[src/rtl/utf8_manuscript_style_checker_macros.svh]
// ----------------------------------------------------------------------------
// utf8_manuscript_style_checker_macros.svh
// Assertion macros for the manuscript style checker. Simulation gets the
// checks; a synthesis run with SYNTH defined gets empty bodies.
// ----------------------------------------------------------------------------
`ifndef UTF8_MANUSCRIPT_STYLE_CHECKER_MACROS_SVH
`define UTF8_MANUSCRIPT_STYLE_CHECKER_MACROS_SVH

`ifndef SYNTH
// same-cycle implication on clk, masked during reset
`define USC_ASSERT_IMP(label, ante, cons) \
	label: assert property (@(posedge clk) disable iff (!arst_n) (ante) |-> (cons)) \
		else $error("usc assertion failed");
// next-cycle implication on clk, masked during reset
`define USC_ASSERT_NEXT(label, ante, cons) \
	label: assert property (@(posedge clk) disable iff (!arst_n) (ante) |=> (cons)) \
		else $error("usc assertion failed");
`else
`define USC_ASSERT_IMP(label, ante, cons)
`define USC_ASSERT_NEXT(label, ante, cons)
`endif

`endif

[src/rtl/usc_pkg.sv]
// ----------------------------------------------------------------------------
// usc_pkg
// Shared types and byte codes of the manuscript style checker.
// ----------------------------------------------------------------------------
package usc_pkg;

	// byte codes
	localparam logic [7:0] BYTE_LF        = 8'h0A;
	localparam logic [7:0] BYTE_CR        = 8'h0D;
	localparam logic [7:0] BYTE_LEAD_E3   = 8'hE3;
	localparam logic [7:0] BYTE_LEAD_E2   = 8'hE2;
	localparam logic [7:0] BYTE_MID_80    = 8'h80;
	localparam logic [7:0] BYTE_SPACE_80  = 8'h80;
	localparam logic [7:0] BYTE_OPEN_8C   = 8'h8C;
	localparam logic [7:0] BYTE_CLOSE_8D  = 8'h8D;
	localparam logic [7:0] BYTE_STOP_82   = 8'h82;
	localparam logic [7:0] BYTE_COMMA_81  = 8'h81;
	localparam logic [7:0] BYTE_ELLIP_A6  = 8'hA6;
	localparam logic [7:0] BYTE_DASH_94   = 8'h94;
	localparam logic [7:0] BYTE_DASH_95   = 8'h95;
	localparam logic [7:0] CONT_MASK      = 8'hC0;
	localparam logic [7:0] CONT_TAG       = 8'h80;

	// bytes of the line seen so far, saturating
	localparam int unsigned POS_W = 3;
	localparam logic [POS_W-1:0] POS_NONE  = 3'd0;
	localparam logic [POS_W-1:0] POS_FIRST = 3'd1;
	localparam logic [POS_W-1:0] POS_THIRD = 3'd3;
	localparam logic [POS_W-1:0] POS_SAT   = 3'd4;

	localparam int unsigned HIST_DEPTH = 5;

	typedef enum logic [2:0] {
		ERR_ELLIPSIS = 3'd0,
		ERR_DASH     = 3'd1,
		ERR_DOUBLED  = 3'd2,
		ERR_BRACKET  = 3'd3,
		ERR_INDENT   = 3'd4
	} err_idx_e;

	localparam int unsigned ERR_KINDS = 5;

	typedef struct packed {
		logic extra_close;
		logic unclosed;
		logic doubled;
		logic indent;
		logic dash;
		logic ellipsis;
	} warn_t;

	typedef struct packed {
		logic [7:0] text_byte;
		logic       end_of_text;
	} item_t;

	// input stage to core and output stage
	typedef struct packed {
		logic  valid;
		logic  fire;
		item_t item;
	} step_t;

	// status from core to output stage
	typedef struct packed {
		warn_t warn;
		logic  is_final;
	} res_ctl_t;

endpackage

[src/rtl/usc_rule_core.sv]
// ----------------------------------------------------------------------------
// usc_rule_core
// Style rule state and checks; updates once per item leaving the input stage.
// ----------------------------------------------------------------------------
module usc_rule_core #(
	parameter int unsigned LINE_WIDTH        = 20,
	parameter int unsigned ERROR_COUNT_WIDTH = 16,
	parameter int unsigned CHAR_COUNT_WIDTH  = 32
) (
	input  logic                          clk,
	input  logic                          arst_n,
	input  usc_pkg::step_t                step,
	output usc_pkg::res_ctl_t             res_ctl,
	output logic [LINE_WIDTH-1:0]         line_number,
	output logic [LINE_WIDTH-1:0]         open_bracket_line,
	output logic [CHAR_COUNT_WIDTH-1:0]   char_total,
	output logic [ERROR_COUNT_WIDTH-1:0]  err_total [usc_pkg::ERR_KINDS]
);
	import usc_pkg::*;

	`include "utf8_manuscript_style_checker_macros.svh"

	localparam logic [LINE_WIDTH-1:0] LINE_ONE = {{(LINE_WIDTH-1){1'b0}}, 1'b1};

	// state
	logic [7:0]                   recent_q [HIST_DEPTH];
	logic [LINE_WIDTH-1:0]        line_q;
	logic [POS_W-1:0]             pos_q;
	logic                         ell_par_q;
	logic                         dash_par_q;
	logic                         brk_open_q;
	logic [LINE_WIDTH-1:0]        opened_q;
	logic [CHAR_COUNT_WIDTH-1:0]  char_q;
	logic [ERROR_COUNT_WIDTH-1:0] err_q [ERR_KINDS];

	// next state
	logic [LINE_WIDTH-1:0]        line_nxt;
	logic [POS_W-1:0]             pos_nxt;
	logic                         ell_par_nxt;
	logic                         dash_par_nxt;
	logic                         brk_open_nxt;
	logic [LINE_WIDTH-1:0]        opened_nxt;
	logic [CHAR_COUNT_WIDTH-1:0]  char_nxt;
	logic [ERROR_COUNT_WIDTH-1:0] err_nxt [ERR_KINDS];
	logic [ERR_KINDS-1:0]         err_inc;
	logic                         char_inc;

	warn_t      warn;
	logic [7:0] b;
	logic [7:0] p1, p2, p3, p4, p5;
	logic       e3_80_prefix;
	logic       e2_80_prefix;

	assign b  = step.item.text_byte;
	assign p1 = recent_q[0];
	assign p2 = recent_q[1];
	assign p3 = recent_q[2];
	assign p4 = recent_q[3];
	assign p5 = recent_q[4];
	assign e3_80_prefix = (p2 == BYTE_LEAD_E3) && (p1 == BYTE_MID_80);
	assign e2_80_prefix = (p2 == BYTE_LEAD_E2) && (p1 == BYTE_MID_80);

	always_comb begin
		warn              = '0;
		err_inc           = '0;
		char_inc          = 1'b0;
		line_nxt          = line_q;
		pos_nxt           = pos_q;
		ell_par_nxt       = ell_par_q;
		dash_par_nxt      = dash_par_q;
		brk_open_nxt      = brk_open_q;
		opened_nxt        = opened_q;
		open_bracket_line = '0;

		if (step.item.end_of_text) begin
			warn.ellipsis          = ell_par_q;
			warn.dash              = dash_par_q;
			warn.unclosed          = brk_open_q;
			err_inc[ERR_ELLIPSIS]  = ell_par_q;
			err_inc[ERR_DASH]      = dash_par_q;
			err_inc[ERR_BRACKET]   = brk_open_q;
			open_bracket_line      = brk_open_q ? opened_q : '0;
		end else begin
			// line position / newline
			if (b == BYTE_LF) begin
				warn.ellipsis         = ell_par_q;
				warn.dash             = dash_par_q;
				err_inc[ERR_ELLIPSIS] = ell_par_q;
				err_inc[ERR_DASH]     = dash_par_q;
				ell_par_nxt           = 1'b0;
				dash_par_nxt          = 1'b0;
				if (line_q != '1) begin
					line_nxt = line_q + LINE_ONE;
				end
				pos_nxt = POS_NONE;
			end else if (b != BYTE_CR) begin
				if (pos_q < POS_SAT) begin
					pos_nxt = pos_q + POS_FIRST;
				end
			end

			// start of line: full-width space or opening bracket expected
			if (pos_nxt == POS_FIRST && b != BYTE_LEAD_E3) begin
				warn.indent = 1'b1;
			end else if (pos_nxt == POS_THIRD && p2 == BYTE_LEAD_E3) begin
				if (!(p1 == BYTE_MID_80 && (b == BYTE_SPACE_80 || b == BYTE_OPEN_8C))) begin
					warn.indent = 1'b1;
				end
			end
			err_inc[ERR_INDENT] = warn.indent;

			// doubled full stop or comma
			if (p5 == BYTE_LEAD_E3 && p4 == BYTE_MID_80 && e3_80_prefix && p3 == b &&
				(b == BYTE_COMMA_81 || b == BYTE_STOP_82)) begin
				warn.doubled         = 1'b1;
				err_inc[ERR_DOUBLED] = 1'b1;
			end

			// corner brackets
			if (e3_80_prefix && b == BYTE_OPEN_8C) begin
				warn.unclosed = brk_open_q;
				brk_open_nxt  = 1'b1;
				opened_nxt    = line_q;
			end
			if (e3_80_prefix && b == BYTE_CLOSE_8D) begin
				warn.extra_close = !brk_open_q;
				brk_open_nxt     = 1'b0;
			end
			err_inc[ERR_BRACKET] = warn.unclosed || warn.extra_close;

			char_inc = (b & CONT_MASK) != CONT_TAG;

			if (e2_80_prefix && b == BYTE_ELLIP_A6) begin
				ell_par_nxt = !ell_par_q;
			end
			if (e2_80_prefix && (b == BYTE_DASH_94 || b == BYTE_DASH_95)) begin
				dash_par_nxt = !dash_par_q;
			end

			if (warn.unclosed) begin
				open_bracket_line = opened_q;
			end else if (brk_open_nxt) begin
				open_bracket_line = opened_nxt;
			end
		end
	end

	// saturating counters
	always_comb begin
		char_nxt = char_q;
		if (char_inc && char_q != '1) begin
			char_nxt = char_q + {{(CHAR_COUNT_WIDTH-1){1'b0}}, 1'b1};
		end
		for (int k = 0; k < ERR_KINDS; k++) begin
			err_nxt[k] = err_q[k];
			if (err_inc[k] && err_q[k] != '1) begin
				err_nxt[k] = err_q[k] + {{(ERROR_COUNT_WIDTH-1){1'b0}}, 1'b1};
			end
		end
	end

	assign res_ctl.warn     = warn;
	assign res_ctl.is_final = step.item.end_of_text;
	assign line_number      = line_q;
	assign char_total       = char_nxt;
	assign err_total        = err_nxt;

	// end item reports, then returns everything to the reset values
	always_ff @(posedge clk or negedge arst_n) begin
		if (!arst_n) begin
			for (int k = 0; k < HIST_DEPTH; k++) begin
				recent_q[k] <= '0;
			end
			line_q     <= LINE_ONE;
			pos_q      <= POS_NONE;
			ell_par_q  <= 1'b0;
			dash_par_q <= 1'b0;
			brk_open_q <= 1'b0;
			opened_q   <= '0;
			char_q     <= '0;
			for (int k = 0; k < ERR_KINDS; k++) begin
				err_q[k] <= '0;
			end
		end else if (step.fire) begin
			if (step.item.end_of_text) begin
				for (int k = 0; k < HIST_DEPTH; k++) begin
					recent_q[k] <= '0;
				end
				line_q     <= LINE_ONE;
				pos_q      <= POS_NONE;
				ell_par_q  <= 1'b0;
				dash_par_q <= 1'b0;
				brk_open_q <= 1'b0;
				opened_q   <= '0;
				char_q     <= '0;
				for (int k = 0; k < ERR_KINDS; k++) begin
					err_q[k] <= '0;
				end
			end else begin
				recent_q[0] <= b;
				for (int k = 1; k < HIST_DEPTH; k++) begin
					recent_q[k] <= recent_q[k-1];
				end
				line_q     <= line_nxt;
				pos_q      <= pos_nxt;
				ell_par_q  <= ell_par_nxt;
				dash_par_q <= dash_par_nxt;
				brk_open_q <= brk_open_nxt;
				opened_q   <= opened_nxt;
				char_q     <= char_nxt;
				for (int k = 0; k < ERR_KINDS; k++) begin
					err_q[k] <= err_nxt[k];
				end
			end
		end
	end

	`USC_ASSERT_IMP(a_line_nonzero, 1'b1, line_q != '0)
	`USC_ASSERT_IMP(a_pos_range, 1'b1, pos_q <= POS_SAT)
	`USC_ASSERT_NEXT(a_final_clears, step.fire && step.item.end_of_text,
		line_q == LINE_ONE && char_q == '0 && !brk_open_q && pos_q == POS_NONE)
	`USC_ASSERT_NEXT(a_newline_restarts, step.fire && !step.item.end_of_text &&
		step.item.text_byte == BYTE_LF, pos_q == POS_NONE && !ell_par_q && !dash_par_q)

endmodule

[config.mk]
export PLATFORM = sky130hd
export DESIGN_NAME = usc_rule_core
export DESIGN_NICKNAME = d
export VERILOG_FILES = /design/src/rtl/usc_pkg.sv /design/src/rtl/usc_rule_core.sv
export VERILOG_INCLUDE_DIRS = /design/src /design/src/rtl
export SDC_FILE = /design/constraint.sdc
export NUM_CORES = 1
export LEC_CHECK = 0
export BUFFER_PORTS_ARGS = -buffer_cell sky130_fd_sc_hd__buf_2
export CORE_UTILIZATION = 53
export DETAILED_ROUTE_END_ITERATION = 10
export MAX_ROUTING_LAYER = met4
export PLACE_DENSITY = 0.87
export SLEW_MARGIN = 30
export SYNTH_ARGS = -nofsm -noshare
export SYNTH_HDL_FRONTEND = slang
export SYNTH_SLANG_ARGS = --single-unit
export TNS_END_PERCENT = 10
[constraint.sdc]
create_clock -name clk -period 5.3 [get_ports clk]
set_clock_uncertainty 0.05 [all_clocks]
set_input_delay 1.59 -clock clk [delete_from_list [all_inputs] [get_ports clk]]
set_output_delay 1.59 -clock clk [all_outputs]
set_load 0.005 [all_outputs]
==> results of run 1 <==
-- per-stage QoR --
stage | TNS, ns | setup slack (ns) | std cells
3_5_place_dp | -1.13 | -0.0938 | 1884
6_report | -0.0157 | -0.0157 | 1924
3_3_place_gp | -0.409 | -0.0629 | 1884
2_1_floorplan | 0 | 0.0450 | 1426
5_1_grt | -0.961 | -0.126 | 1924
4_1_cts | 0 | 0.00741 | 1918
-- state kept, by name (all words and copies together), names as in the netlist, 8 cells and up --
signal	cells
line_number	20
p5	8
p1	8
p4	8
err_q	80
opened_q	20
p3	8
char_q	32
p2	8
-- per-layer routing --
layer	up-vias	part of all wire (%)
met5	-	0
met4	0	2.3
met3	60	7.1
met2	471	48
met1	5674	43
li1	5509	-
-- kinds of logic after synthesis --
family	synth area share, %
simple gates	23.9
compound gates	17.9
flops	39.4
buf+inv	5.26
xor+xnor	8.76
mux	4.00
fa+ha+maj	0.795
-- how the worst min path moves through the flow --
stage,slack (ns),end,cells after the start
final,0.43,p5[6]$_DFFE_PN0P_,2
after global routing,0.46,p5[2]$_DFFE_PN0P_,2
after CTS,0.43,p5[6]$_DFFE_PN0P_,2
after detailed placement,0.41,p5[6]$_DFFE_PN0P_,2
after global placement,0.41,p5[6]$_DFFE_PN0P_,2
after floorplan,0.39,p5[0]$_DFFE_PN0P_,2
-- synthesized netlist by cell type (40+ instances only) --
cell type  count  share of area, %
a22oi_1       40               2.4
clkbuf_1     105               3.1
dfrtp_1      197                39
inv_1         46               1.4
mux2i_1       47               3.7
nand2_1      150               4.5
nand3_1      101               4.0
nor2_1       116               3.5
nor3_1        44               1.7
o21ai_0       51               2.0
o2bb2ai_1     67               4.7
xnor2_1       94               6.5
-- layout make-up --
type                       count  area [um^2]  area share, %
inverter                      47          181           1.21
clock inverter                13          156           1.04
timing repair buffer         268         1680           11.2
tap                          319          399           2.67
multi-input combinational   1056         7150           47.7
sequential                   198         4960           33.1
clock buffer                  19          443           2.96
antenna                        4         10.0         0.0669
-- report_power, final --
group	total, mW	internal, mW	leakage [nW]	switching (mW)
combinational	0.554	0.234	3.75	0.320
clock	1.36	0.724	0.293	0.638
sequential	1.69	1.58	2.73	0.105
-- worst max-delay path: stages --
cell and delay (ns):
buf_2 0.10, buf_4 0.15, nor4_4 0.22, buf_6 0.17
nand3_1 0.08, a211o_2 0.43, nor4_1 0.36, nand3_1 0.21
xnor2_2 0.21, buf_2 0.14
-- timing repair --
| action | in CTS | in global routing |
|---|---|---|
| gates cloned | 0 | 0 |
| gates resized for setup | 12 | 25 |
| buffers inserted | 2 | 1 |
| pin swaps | 4 | 4 |
| endpoints found under the setup margin | 40 | 63 |
| hold endpoints to repair | 0 | 0 |
==> key figures, run 1 <==
Run status
  – Outcome: finished with violations
  – Failing checks: setup timing

Clock network
  – H-tree Lvls: 4
  – CTS Sinks: 198
  – CTS tree: done
  – Clk_lat worst skew: 0.45 ns
  – Clock root buffer: clkbuf_16
  – # hold bufs at CTS: 0
  – Clk slew on worst S/H paths: 0.08 ns
  – CTS buffer count: 17
  – Clock Tree Buf Depth: 2

Critical path
  – Max FO, Critical Path: 8
  – R2R Setup Slk: 2.02 ns
  – Worst setup path endpoint: err_total[13]
  – Worst R2R Path Depth: 12
  – Reg-to-reg startpoint: p1[0]$_DFFE_PN0P_
  – CP Capture Type: primary output
  – R2R Path End: err_q[23]$_DFFE_PN0P_
  – Worst Path Required: 3.66 ns
  – Crit Path Class: in -> out
  – Critical Path AT: 3.68 ns
  – CP Launch Type: primary input
  – Critical Path Start: step[6]

Finish
  – Layout cells sized above 1: 22.6%
  – Post-route design area: 15000 um^2
  – Commonest non-fill, non-tap cells in the layout: dfrtp_1 (197), buf_2 (167), nand2_1 (147), nor2_1 (112), nand3_1 (100)
  – Synthesis-to-finish area growth: 18.9%
  – Commonest non-fill, non-tap cell in the layout: dfrtp_1
  – Final nets: 1609
  – Util after Layout: 64.0%
  – Filler cell count: 1845

Die
  – Row Count: 56
  – Die Span Y: 156 um
  – Die area: 24400 um^2
  – Initial core utilization: 53.8%
  – Core area: 23400 um^2
  – I/O pin count: 172
  – Die Wd: 156 um

Global routing
  – Pin count of the biggest net entering global routing: 107
  – Vias in the first global route: 10900
  – GR peak layer: met2
  – Total track usage: 28.4%
  – Met3 Use GR: 5.78%
  – Initial antenna violation count: 4
  – GR Util met1: 36.1%
  – First-pass GRT wire length: 54100 um
  – Global Route met2 Usage: 44.6%
  – Aggregate global routing overflow: 0

STA
  – Hold Violations, Final: 0
  – Minimum clock period: 5.32 ns
  – Tcrit/Tclk final: 100%
  – Hold slack: 0.429 ns
  – Count of pins over their slew limit: 0
  – Final setup viols: 1
  – Slew @ Worst Pin: 0.926 ns
  – F_max: 188 MHz
  – Relative slew margins: 38.3%
  – Fin worst setup slack: -0.0157 ns
  – RSZ-0062 raised after global routing: true

Synthesis
  – Post-synthesis sequential area ratio: 39.4%
  – Distinct cells, synth: 76
  – Yosys warns: 0
  – Async SR Flop Fraction: 100%
  – Post-Syn Area: 12600 um^2
  – Synthesized Nets: 1447
  – Gate Count Post-Synth: 1426
  – Top_reg_cell synth: dfrtp_1
  – Syn Area/Cell: 8.83 um^2
  – Post-synth EDFFs: 0
  – Yosys reg bits: 198

Hold path
  – Hold wc startpoint: p5[6]$_DFFE_PN0P_
  – Worst hold path class: reg -> reg

Power and ir drop
  – Leakage: 6.77 nW
  – Pwr dens: 241 nW/um^2
  – Peak VDD IR: 174 uV
  – Total Power: 3.60 mW

Placed design
  – Detailed placer's ending HPWL: 22600 um
  – RePlAce Congestion: 0.910
  – Post-DP Area: 14100 um^2
  – Input/output buffers: 170

Routing
  – Via density: 6.09
  – DRC Markers: 0
  – Drt pass-1 iters: 5
  – Final wirelength: 33900 um
  – First DRT Iteration DRCs: 1230
  – Detailed-route via count: 11700
  – WL/cell: 17.6 um
  – ANT nets after route: 0

Job
  – Maxcap violations: 0
Power figures use the tool's default switching activity.
==> run 2, diff against run 1 <==
--- a/config.mk
+++ b/config.mk
@@ -6,11 +6,12 @@
 export SDC_FILE = /design/constraint.sdc
 export NUM_CORES = 1
 export LEC_CHECK = 0
+export ABC_CLOCK_PERIOD_IN_PS = 5300
 export BUFFER_PORTS_ARGS = -buffer_cell sky130_fd_sc_hd__buf_2
 export CORE_UTILIZATION = 53
 export DETAILED_ROUTE_END_ITERATION = 10
 export MAX_ROUTING_LAYER = met4
-export PLACE_DENSITY = 0.87
+export PLACE_DENSITY = 0.82
 export SLEW_MARGIN = 30
 export SYNTH_ARGS = -nofsm -noshare
 export SYNTH_HDL_FRONTEND = slang
==> key figures, run 2 (same netlist as run 1, synthesis figures left out) <==
STA
  – Tcrit/Tclk final: 100%
  – Final setup viols: 1
  – F_max: 188 MHz
  – Hold Violations, Final: 0
  – Count of pins over their slew limit: 0
  – Minimum clock period: 5.31 ns
  – Slew @ Worst Pin: 1.22 ns
  – Fin worst setup slack: -0.00795 ns
  – TNS Setup: -0.00795 ns
  – Hold slack: 0.426 ns
  – Relative slew margins: 18.0%
  – RSZ-0062 raised after global routing: true

Die
  – Initial core utilization: 53.8%
  – Core area: 23400 um^2
  – Row Count: 56
  – Die area: 24400 um^2
  – Die Wd: 156 um
  – I/O pin count: 172
  – Die Span Y: 156 um

Critical path
  – Worst Path Required: 3.66 ns
  – CP Launch Type: primary input
  – Critical Path AT: 3.67 ns
  – CP Capture Type: primary output
  – Max FO, Critical Path: 4
  – Crit Path Class: in -> out

Finish
  – Synthesis-to-finish area growth: 19.0%
  – Fin cells: 1923
  – Commonest non-fill, non-tap cells in the layout: dfrtp_1 (196), buf_2 (166), nand2_1 (146), nor2_1 (111), nand3_1 (97)
  – Commonest non-fill, non-tap cell in the layout: dfrtp_1
  – Post-route design area: 15000 um^2
  – Final nets: 1609
  – Max FFs per register: 80
  – Layout cells sized above 1: 22.8%
  – Util after Layout: 64.1%
  – Largest regs: err_q: 80 flops, char_q: 32 flops
  – Top reg by flops: err_q

Global routing
  – Aggregate global routing overflow: 0
  – Pin count of the biggest net entering global routing: 97
  – Vias in the first global route: 10800
  – First-pass GRT wire length: 54100 um
  – Initial antenna violation count: 3
  – Total track usage: 28.4%

Routing
  – Via density: 6.03
  – Detailed-route via count: 11600
  – Final wirelength: 33800 um
  – Drt pass-1 iters: 6
  – First DRT Iteration DRCs: 980
  – WL/cell: 17.6 um
  – DRC Markers: 0
  – ANT nets after route: 0

Placed design
  – Placed insts: 1879
  – Pre-CTS setup slack: -0.142 ns
  – RePlAce Congestion: 0.891
  – Post-DP Area: 14100 um^2
  – Input/output buffers: 170
  – Detailed placer's ending HPWL: 22000 um

Job
  – Maxcap violations: 0

Clock network
  – # hold bufs at CTS: 0
  – Clk slew on worst S/H paths: 0.07 ns
  – CTS buffer count: 17
  – Clock Tree Buf Depth: 2
  – Clk_lat worst skew: 0.44 ns
  – Clock root buffer: clkbuf_16
  – H-tree Lvls: 4
  – CTS tree: done
  – CTS Sinks: 198

Run status
  – Outcome: finished with violations
  – Failing checks: setup timing

Hold path
  – Worst hold path class: reg -> reg

Power and ir drop
  – Pwr dens: 235 nW/um^2
  – Leakage: 6.75 nW
  – Total Power: 3.52 mW
  – Peak VDD IR: 150 uV
[run 2: cell count changes in the layout (fill, tap and decap cells not counted), moves of 3 or more]
cell,before,now
clkbuf_1,1,4
nand3_1,100,97
nand3_2,1,4
nor2_4,0,3
nor4_1,12,9
nor4_4,2,5
[run 2: worst paths after layout]
kind                                 startpoint                      to  slack [ns]  cells past startpoint
setup reg to reg           err_q[0]$_DFFE_PN0P_    err_q[2]$_DFFE_PN0P_        2.01                     10
setup / recovery                        step[7]           err_total[31]      -0.008                     10
max in group asynchronous                arst_n  brk_open_q$_DFFE_PN0P_        2.88                      2
hold reg to reg               p4[7]$_DFFE_PN0P_       p4[7]$_DFFE_PN0P_        0.43                      2
hold / removal                p4[7]$_DFFE_PN0P_       p4[7]$_DFFE_PN0P_        0.43                      2
min in group asynchronous                arst_n   err_q[40]$_DFFE_PN0P_        1.14                      1
[run 2: routing by layer]
| layer | part of all wire [%] | up-vias | track usage, % |
|---|---|---|---|
| met5 | 0 | - | - |
| met4 | 1.7 | 0 | 8.82 |
| met3 | 6.8 | 50 | 5.50 |
| li1 | - | 5502 | - |
| met1 | 43 | 5627 | 36.1 |
| met2 | 48 | 423 | 45.8 |
[run 2: layout make-up]
cell class,instances,area [um^2]
clock inverter,10,95.1
clock buffer,22,454
tap,319,399
inverter,47,181
antenna,3,7.51
timing repair buffer,268,1670
sequential,198,4960
fill,1934,8410
multi-input combinational,1056,7230
[run 2: critical path, cell delays in order]
cell	delay [ns]
buf_2	0.14
nand2b_4	0.16
nor4_4	0.29
buf_6	0.17
nand4_4	0.14
a2111oi_4	0.44
buf_4	0.19
nor4b_4	0.23
xnor2_1	0.17
buf_2	0.14
[run 2: power by group]
part / switching, mW / internal [mW] / total (mW) / leakage [nW]
combinational: 0.331 / 0.243 / 0.574 / 3.76
clock: 0.597 / 0.665 / 1.26 / 0.265
sequential: 0.106 / 1.58 / 1.69 / 2.73
[run 2: repair_timing]
item	4_1_cts	5_1_grt
resized for setup	20	37
hold endpoints to repair	0	0
pin swaps	8	20
buffers inserted	4	5
gates cloned	0	0
setup endpoints to repair	25	38
